<file path="src/rtl/ocep_pkg.sv">
// Shared types and constants for the capture event parser.
// Holds the sequencer states, datapath command/status structs and decode codes.
// No dependencies.
package ocep_pkg;

   localparam int SIG_LEN       = 8;
   localparam int DATA_START    = 10;
   localparam int PERIOD_OFFSET = 8;

   localparam logic [1:0] KIND_LOAD  = 2'd0;
   localparam logic [1:0] KIND_START = 2'd1;
   localparam logic [1:0] KIND_NEXT  = 2'd2;

   localparam logic [16:0] FULL_PERIOD = 17'h10000;

   localparam logic [7:0] MARK_BYTE  = 8'hFF;
   localparam logic [7:0] CMD_DELAY  = 8'h00;
   localparam logic [7:0] CMD_CTRL   = 8'h02;
   localparam logic [7:0] CTRL_TIMER = 8'h00;
   localparam logic [7:0] CTRL_BASE0 = 8'h01;
   localparam logic [7:0] CTRL_BASE1 = 8'h02;

   localparam logic [9:0] EV_WRITE   = 10'h001;
   localparam logic [9:0] EV_DELAY   = 10'h002;
   localparam logic [9:0] EV_TIMER   = 10'h004;
   localparam logic [9:0] EV_BASE0   = 10'h008;
   localparam logic [9:0] EV_BASE1   = 10'h010;
   localparam logic [9:0] EV_BCHG    = 10'h020;
   localparam logic [9:0] EV_RESTART = 10'h040;
   localparam logic [9:0] EV_STOP    = 10'h080;
   localparam logic [9:0] EV_ENDMARK = 10'h100;
   localparam logic [9:0] EV_UNKNOWN = 10'h200;

   // file signature "RAWADATA"
   function automatic logic [7:0] sig_byte(input logic [2:0] idx);
      logic [7:0] b;
      case (idx)
         3'd0:    b = 8'h52;
         3'd1:    b = 8'h41;
         3'd2:    b = 8'h57;
         3'd3:    b = 8'h41;
         3'd4:    b = 8'h44;
         3'd5:    b = 8'h41;
         3'd6:    b = 8'h54;
         3'd7:    b = 8'h41;
         default: b = 8'h00;
      endcase
      return b;
   endfunction

   typedef enum logic [3:0] {
      ST_IDLE,
      ST_DISPATCH,
      ST_SIG_ADDR,
      ST_SIG_CHK,
      ST_HDR_LO,
      ST_HDR_HI,
      ST_HDR_WT,
      ST_EV_RD0,
      ST_EV_RD1,
      ST_EV_WT,
      ST_EV_DEC,
      ST_TM_HI,
      ST_COMMIT
   } state_type;

   typedef enum logic [2:0] {
      ACT_NONE,
      ACT_LOAD,
      ACT_START_OK,
      ACT_START_BAD,
      ACT_REWIND,
      ACT_EVENT,
      ACT_TIMER
   } act_type;

   typedef enum logic [2:0] {
      RS_SIG,
      RS_HDR0,
      RS_HDR1,
      RS_POS0,
      RS_POS1,
      RS_POS2,
      RS_POS3
   } rsel_type;

   typedef struct packed {
      logic       capture;
      logic       set_end;
      rsel_type   rsel;
      logic [2:0] sig_idx;
      logic       lat_data;
      logic       lat_cmd;
      logic       lat_lo;
      logic       lat_hi;
      logic       commit;
      act_type    act;
   } cmd_type;

   typedef struct packed {
      logic [1:0] kind;
      logic       loaded;
      logic       at_end;
      logic       len_ok;
      logic       sig_match;
      logic       is_timer;
      logic       out_free;
   } status_type;

endpackage

</file>
<file path="src/rtl/ocep_ctrl.sv">
// Sequencer of the capture event parser: steps byte reads through the store
// and tells the datapath when to latch and commit. Uses ocep_pkg.
module ocep_ctrl (
   input  logic                 clock,
   input  logic                 reset,
   input  logic                 req_valid,
   output logic                 req_ready,
   input  ocep_pkg::status_type status,
   output ocep_pkg::cmd_type    cmd
);
   import ocep_pkg::*;

   state_type  state_ff, state_in;
   act_type    act_ff, act_in;
   logic [2:0] cnt_ff, cnt_in;

   always_ff @(posedge clock) begin
      if (reset) begin
         state_ff <= ST_IDLE;
         act_ff   <= ACT_NONE;
         cnt_ff   <= 3'd0;
      end else begin
         state_ff <= state_in;
         act_ff   <= act_in;
         cnt_ff   <= cnt_in;
      end
   end

   always_comb begin
      state_in    = state_ff;
      act_in      = act_ff;
      cnt_in      = cnt_ff;
      cmd         = '0;
      cmd.rsel    = RS_POS0;
      cmd.act     = act_ff;
      cmd.sig_idx = cnt_ff;
      req_ready   = 1'b0;
      case (state_ff)
         ST_IDLE: begin
            req_ready = 1'b1;
            if (req_valid) begin
               cmd.capture = 1'b1;
               state_in    = ST_DISPATCH;
            end
         end
         ST_DISPATCH: begin
            case (status.kind)
               KIND_LOAD: begin
                  act_in   = ACT_LOAD;
                  state_in = ST_COMMIT;
               end
               KIND_START: begin
                  if (status.len_ok) begin
                     cmd.set_end = 1'b1;
                     cnt_in      = 3'd0;
                     state_in    = ST_SIG_ADDR;
                  end else begin
                     act_in   = ACT_START_BAD;
                     state_in = ST_COMMIT;
                  end
               end
               KIND_NEXT: begin
                  if (!status.loaded) begin
                     act_in   = ACT_NONE;
                     state_in = ST_COMMIT;
                  end else if (status.at_end) begin
                     act_in   = ACT_REWIND;
                     state_in = ST_HDR_LO;
                  end else begin
                     state_in = ST_EV_RD0;
                  end
               end
               default: begin
                  act_in   = ACT_NONE;
                  state_in = ST_COMMIT;
               end
            endcase
         end
         ST_SIG_ADDR: begin
            cmd.rsel = RS_SIG;
            state_in = ST_SIG_CHK;
         end
         ST_SIG_CHK: begin
            if (!status.sig_match) begin
               act_in   = ACT_START_BAD;
               state_in = ST_COMMIT;
            end else if (cnt_ff == 3'(SIG_LEN - 1)) begin
               act_in   = ACT_START_OK;
               state_in = ST_HDR_LO;
            end else begin
               cnt_in   = cnt_ff + 3'd1;
               state_in = ST_SIG_ADDR;
            end
         end
         ST_HDR_LO: begin
            cmd.rsel = RS_HDR0;
            state_in = ST_HDR_HI;
         end
         ST_HDR_HI: begin
            cmd.lat_lo = 1'b1;
            cmd.rsel   = RS_HDR1;
            state_in   = ST_HDR_WT;
         end
         ST_HDR_WT: begin
            cmd.lat_hi = 1'b1;
            state_in   = ST_COMMIT;
         end
         ST_EV_RD0: begin
            cmd.rsel = RS_POS0;
            state_in = ST_EV_RD1;
         end
         ST_EV_RD1: begin
            cmd.lat_data = 1'b1;
            cmd.rsel     = RS_POS1;
            state_in     = ST_EV_WT;
         end
         ST_EV_WT: begin
            cmd.lat_cmd = 1'b1;
            state_in    = ST_EV_DEC;
         end
         ST_EV_DEC: begin
            if (status.is_timer) begin
               cmd.rsel = RS_POS2;
               act_in   = ACT_TIMER;
               state_in = ST_TM_HI;
            end else begin
               act_in   = ACT_EVENT;
               state_in = ST_COMMIT;
            end
         end
         ST_TM_HI: begin
            cmd.lat_lo = 1'b1;
            cmd.rsel   = RS_POS3;
            state_in   = ST_HDR_WT;
         end
         ST_COMMIT: begin
            // hold until the result register is free
            if (status.out_free) begin
               cmd.commit = 1'b1;
               state_in   = ST_IDLE;
            end
         end
         default: begin
            state_in = ST_IDLE;
         end
      endcase
   end

endmodule

</file>
<file path="config.mk">
export PLATFORM = sky130hd
export DESIGN_NAME = ocep_ctrl
export DESIGN_NICKNAME = d
export VERILOG_FILES = /design/src/rtl/ocep_pkg.sv /design/src/rtl/ocep_ctrl.sv
export SDC_FILE = /design/constraint.sdc
export NUM_CORES = 1
export LEC_CHECK = 0
export BUFFER_PORTS_ARGS = -buffer_cell sky130_fd_sc_hd__buf_2
export CELL_PAD_IN_SITES_DETAIL_PLACEMENT = 1
export CELL_PAD_IN_SITES_GLOBAL_PLACEMENT = 1
export CORE_MARGIN = 10
export CORE_UTILIZATION = 35
export CTS_CLUSTER_SIZE = 10
export DETAILED_ROUTE_END_ITERATION = 6
export PLACE_DENSITY = 0.77
export SLEW_MARGIN = 0
export SYNTH_ARGS = -nofsm -noshare
export SYNTH_HDL_FRONTEND = slang
export SYNTH_SLANG_ARGS = --single-unit
</file>
<file path="constraint.sdc">
create_clock -name clock -period 2.14 [get_ports clock]
set_clock_uncertainty 0.1 [all_clocks]
set_input_delay 0.214 -clock clock [delete_from_list [all_inputs] [get_ports clock]]
set_output_delay 0.214 -clock clock [all_outputs]
set_load 0.1 [all_outputs]
</file>
==> qor.yml, run 1 <==
synthesis:
  synth_compound_area_share_pct: 25.3
  synthCells: 130
  synth_mux_area_share_pct: 5.35
  synthAdderAreaFrac_pct: 9.36
  ys_warn_count: 0
  seq_area_frac_synth_pct: 21.4
  synth-simple-area-share_pct: 30.1
  syn-num-nets: 148
  synth_area_um2: 936
  synth_xor_area_share_pct: 0.936
  yosysUniqueCellTypes: 39
  ys_ff_latch: 10
  synth-async-reset-ratio_pct: 0
  synth_edf_count: 0
  syn_avg_cell_area_um2: 7.20
  synth_top_family_by_area: "simple AND/OR/NAND/NOR gates"
  synth_flop_cell: "dfxtp_1"
worst_setup_path:
  critical_path_arrival_ns: 1.67
  r2r_cells: 6
  startpoint: "state_ff[1]"
  worstSetupPathType: "flip-flop to primary output"
  worstSetupEndpoint: "cmd[13]"
  max_stage_delay_ns: 0.55
  r2r-start: "cnt_ff[0]"
  crit_required_ns: 1.83
  worstPathCellList: "nand2b_1 -> nor3b_4 -> buf_12"
  rr_endpoint: "cnt_ff[0]"
  crit_fanout: 11
  rrSetupSlack_ns: 0.29
  endpoint_kind: "primary output"
  critPathSlowestCell: "dfxtp_1"
  start_kind: "flip-flop"
layout:
  antenna_cells: 0
  syn_to_final_growth_pct: 34.1
  num-nets-final: 176
  drive_gt1_share_pct: 28.2
  fillCellCount: 325
route:
  wire_per_inst_um: 16.1
  routed-wl-met3_um: 172
  maxUsedRoutingLayer: "met4"
  dr.pass1.iters: 4
  wl_met2_um: 1460
  vias_per_cell: 5.41
  vias: 1006
  antenna_left: 0
  met1Wirelength_um: 1330
  drc: 0
  routed_wl_um: 2990
  drtIter0Drc: 39
floorplanning:
  dieHeight_um: 71.7
  core_um2: 2520
  placementRows: 18
  pin_count: 28
  start_util_pct: 37.1
  die_x_um: 71.7
  die_area_um2: 5140
clock_network:
  cts_buffer_depth: 2
  cts.hold.buffers_added: 0
  clkTransAtPathRegs_ns: 0.07
  htree_levels: 1
  clk_latency_ns: 0.27
  post_cts_buffers: 0
  cts_resized: 0
  cts_buffers: 3
  cts_tree: "built"
  root_buffer: "clkbuf_4"
  cts_sinks: 10
place:
  dpl.hpwl_um: 2480
  pre_cts_ws_ns: 0.330
  portBuffers: 27
  routabilityCongestion: 0.855
timing:
  rsz0062_at_grt: "false"
  final_max_slew_viol_count: 0
  setup_violations: 0
  finalCritPeriodShare_pct: 92.8
  finalHoldViolations: 0
  worst_pin_slew_ns: 0.491
  slew_headroom_pct: 67.5
  period_minus_slack_ns: 1.99
  max_freq_mhz: 503
  worst_slack_ns: 0.154
power:
  leakagePower_nw: 0.564
  vdd_ir_drop_max_mv: 0.584
  finalPower_mw: 1.17
  power_density_nw_per_um2: 928
status:
  outcome: "finished, final reports clean"
global_route:
  grt_max_degree: 25
  grt_usage_pct: 11.9
  antenna_found_initial: 0
  first_global_vias: 1099
  grt_pass1_wl_um: 5220
  grt-ovfl-total: 0
min_path:
  hold_class: "input port to flip-flop"
job:
  maxCapViolations: 0
-- power breakdown --
part	internal (mW)	switching (mW)	total [mW]	leakage, nW
registers	0.208	0.0557	0.264	0.0824
clock network	0.0651	0.0676	0.133	0.0138
logic	0.228	0.541	0.769	0.467
-- flip-flops by register name, summed over array words and instances (netlist names) --
signal	count
act_ff	3
cnt_ff	3
state_ff	4
-- final cells by class --
cell class / count / area, um^2 / share of cell area (%)
tap: 30 / 37.5 / 2.99
clock buffer: 3 / 22.5 / 1.79
inverter: 7 / 26.3 / 2.09
sequential: 10 / 205 / 16.4
multi-input combinational: 105 / 708 / 56.4
timing repair buffer: 31 / 255 / 20.3
-- Yosys cell counts (2+ instances only) --
master	number	share of area, %
o21ai_1	2	1.1
nand3b_1	3	2.4
nor2b_1	4	2.7
inv_1	6	2.4
nor3_1	3	1.6
nand2_1	10	4.0
nand3_1	2	1.1
o31a_1	2	1.9
nand4_1	2	1.3
o21ai_0	10	5.3
buf_2	6	3.2
ha_1	7	9.4
mux2i_1	5	5.3
dfxtp_1	10	21
nor2_1	15	6.0
a21oi_1	11	5.9
nand2b_1	7	4.7
o211ai_1	2	1.6
nor3b_1	3	2.4
-- worst min-delay path by stage --
stage,end,cells after the start,startpoint
after floorplan,cnt_ff[0],1,reset
after global placement,act_ff[1],2,act_ff[1]
after detailed placement,act_ff[1],2,act_ff[1]
after CTS,cnt_ff[0],2,reset
after global routing,cnt_ff[1],2,reset
final,cnt_ff[0],2,reset
-- worst max-delay path, delay by kind of cell, from the launching register on --
kind                   cells  cell delay, ns
and+or+nand+nor            2            0.65
buffers and inverters      1            0.20
DFF                        1            0.55
-- metal layers --
| layer | track usage (%) | vias up |
|---|---|---|
| met2 | 20.0 | 21 |
| li1 | - | 514 |
| met5 | 0 | - |
| met4 | 3.23 | 0 |
| met3 | 3.99 | 2 |
| met1 | 14.1 | 469 |
-- through the flow --
step | cell area (um^2) | TNS [ns] | utilization (%) | hold slack (ns) | std cells
finish | 1250 | 0 | 49.8 | 0.123 | 186
global route | 1250 | 0 | 49.8 | 0.128 | 186
CTS | 1250 | 0 | 49.6 | 0.112 | 186
detailed placement | 1230 | 0 | 48.7 | 0.360 | 183
global placement | 1230 | 0 | 48.7 | 0.343 | 183
floorplan | 987 | -0.796 | - | 0.183 | 130
-- cells in the final DEF (no fill, tap or decap), drive strengths merged, types with 4 or more instances in the layout --
cell     n
o21ai   12
a21oi   11
inv      7
dfxtp   10
nor2b    4
mux2i    5
nor2    15
nand2b   7
nand2   10
ha       7
buf     31
-- kinds of logic (layout without fill, tap and decap cells) --
kind of cell / count (synthesis) / in the layout
compound gates: 38 / 38
xor+xnor: 1 / 1
fa+ha+maj: 7 / 7
buf+inv: 15 / 41
flops: 10 / 10
mux: 5 / 5
simple gates: 54 / 54
(Power assumes the default switching activity.)
==> run 2, diff against run 1 <==
HOLD_SLACK_MARGIN = 0.05   (was unset)
RECOVER_POWER = 100   (was unset)
==> qor.yml, run 2 (synthesis results as in run 1) <==
timing:
  rsz0062_at_grt: "false"
  max_freq_mhz: 496  # -1.5%
  worst_pin_slew_ns: 1.18  # +0.688 ns
  slew_headroom_pct: 21.7  # -46 points
  worst_slack_ns: 0.123  # -0.0303 ns
  setup_violations: 0  # unchanged
  finalCritPeriodShare_pct: 94.2  # +1.4 points
  final_max_slew_viol_count: 0  # unchanged
  finalHoldViolations: 0  # unchanged
  period_minus_slack_ns: 2.02  # +0.0303 ns
clock_network:
  clkTransAtPathRegs_ns: 0.07  # about the same
  cts_tree: "built"
  cts_buffers: 3  # unchanged
  clk_latency_ns: 0.27  # about the same
  cts_sinks: 10  # unchanged
  cts_buffer_depth: 2  # unchanged
  htree_levels: 1  # unchanged
  root_buffer: "clkbuf_4"
route:
  drtIter0Drc: 34  # -13%
  antenna_left: 0  # unchanged
  vias: 1008  # +0.20%
  dr.pass1.iters: 4  # unchanged
  wire_per_inst_um: 16.1  # about the same
  routed_wl_um: 2990  # about the same
  drc: 0  # unchanged
  vias_per_cell: 5.42  # +0.20%
power:
  vdd_ir_drop_max_mv: 0.583  # -0.27%
  p_int_mw: 0.478  # -4.6%
  power_density_nw_per_um2: 947  # +2.0%
  clkPwrFrac_pct: 11.7  # +0.3 points
  seq_power_share_pct: 23.2  # +0.5 points
  pwr-share-comb_pct: 65.1  # -0.9 points
  leakagePower_nw: 0.524  # -7.0%
  p_sw_mw: 0.660  # -0.53%
  swShare_pct: 58.0  # +1.0 points
layout:
  syn_to_final_growth_pct: 28.5
  drive_gt1_share_pct: 25.0  # -3.2 points
  instances_no_fill: 186  # unchanged
  antenna_cells: 0  # unchanged
  layout_commonest_cell: "nor2_1"
  largest_reg_flops: 4  # unchanged
  max_flop_register: "state_ff"
  num-nets-final: 176  # unchanged
  reg_top3: "state_ff: 4 flops, act_ff: 3 flops, cnt_ff: 3 flops"
  final_cell_mix: "nor2_1, nand2_1, a21oi_1, o21ai_0, buf_2"
worst_setup_path:
  endpoint_kind: "primary output"
  crit_required_ns: 1.83  # about the same
  start_kind: "flip-flop"
  r2r_cells: 6  # unchanged
  r2r-start: "cnt_ff[0]"
  rrSetupSlack_ns: 0.29  # about the same
  rr_endpoint: "cnt_ff[0]"
  worstSetupPathType: "flip-flop to primary output"
  crit_fanout: 14  # +3
  critical_path_arrival_ns: 1.70  # +0.03 ns
floorplanning:
  start_util_pct: 37.1  # unchanged
  core_um2: 2520  # unchanged
  placementRows: 18  # unchanged
  die_x_um: 71.7  # unchanged
  die_area_um2: 5140  # unchanged
  pin_count: 28  # unchanged
  dieHeight_um: 71.7  # unchanged
place:
  place_inst: 183  # unchanged
  routabilityCongestion: 0.855  # unchanged
  pre_cts_ws_ns: 0.330  # unchanged
  portBuffers: 27  # unchanged
  dpl.hpwl_um: 2480  # unchanged
global_route:
  grt_pass1_wl_um: 5220  # unchanged
  grt-ovfl-total: 0  # unchanged
  grt_max_degree: 25  # unchanged
  grt_usage_pct: 11.9  # unchanged
  antenna_found_initial: 0  # unchanged
  first_global_vias: 1099  # unchanged
min_path:
  hp-start: "reset"
  hold_class: "input port to flip-flop"
  whs_path_depth: 2  # unchanged
  hold_end: "cnt_ff[0]"
status:
  outcome: "finished, final reports clean"
job:
  maxCapViolations: 0  # unchanged
## run 2: layer usage
metal | wire length [um] | share of wire [%] | GRT usage [%] | vias to the layer above
met3 | 158 | 5.3 | 3.99 | 2
met2 | 1470 | 49 | 20.0 | 21
met1 | 1340 | 45 | 14.1 | 471
met5 | 0 | 0 | 0 | -
li1 | - | - | - | 514
met4 | 24 | 0.80 | 3.23 | 0
## run 2: per-stage QoR
stage / hold WS, ns / utilization (%) / instance area [um^2] / TNS, ns / total power, mW
after global routing: 0.128 / 47.7 / 1200 / 0 / 1.21
final: 0.123 / 47.7 / 1200 / 0 / 1.14
after floorplan: 0.183 / - / 987 / -0.796 / 0.854
after global placement: 0.343 / 48.7 / 1230 / 0 / 1.03
after CTS: 0.112 / 49.6 / 1250 / 0 / 1.17
after detailed placement: 0.360 / 48.7 / 1230 / 0 / 1.04
## run 2: worst max-delay path by stage
stage / start / end / depth (start not counted)
final: state_ff[2] / cmd[14] / 4
after global routing: state_ff[1] / cmd[13] / 3
after CTS: state_ff[3] / cmd[11] / 6
after detailed placement: cnt_ff[0] / cnt_ff[0] / 6
after global placement: state_ff[3] / cmd[11] / 6
after floorplan: state_ff[3] / cmd[12] / 3
## run 2: layout make-up
type | instances | area [um^2]
clock buffers | 3 | 22.5
fillers | 333 | 1320
inverters | 7 | 26.3
multi-input cells | 105 | 708
flip-flops and latches | 10 | 205
well taps | 30 | 37.5
repair buffers | 31 | 203
## run 2: power by group through the flow
stage	clock network (mW)	registers (mW)	logic, mW
finish	0.133	0.264	0.742
global route	0.147	0.273	0.792
CTS	0.139	0.261	0.773
detailed placement	0	0.266	0.771
global placement	0	0.264	0.762
floorplan	0	0.255	0.598
## run 2: what timing repair did
item / CTS / global route
buffers inserted: 0 / 0
resized for setup: 0 / 2
endpoints found under the setup margin: 0 / 3
hold buffers: 0 / 0
## run 2: worst max-delay path, stage by stage (launching register included)
cell and delay (ns):
dfxtp_2 0.38, buf_4 0.17, or2_1 0.30, nor3_2 0.21, clkbuf_4 0.36
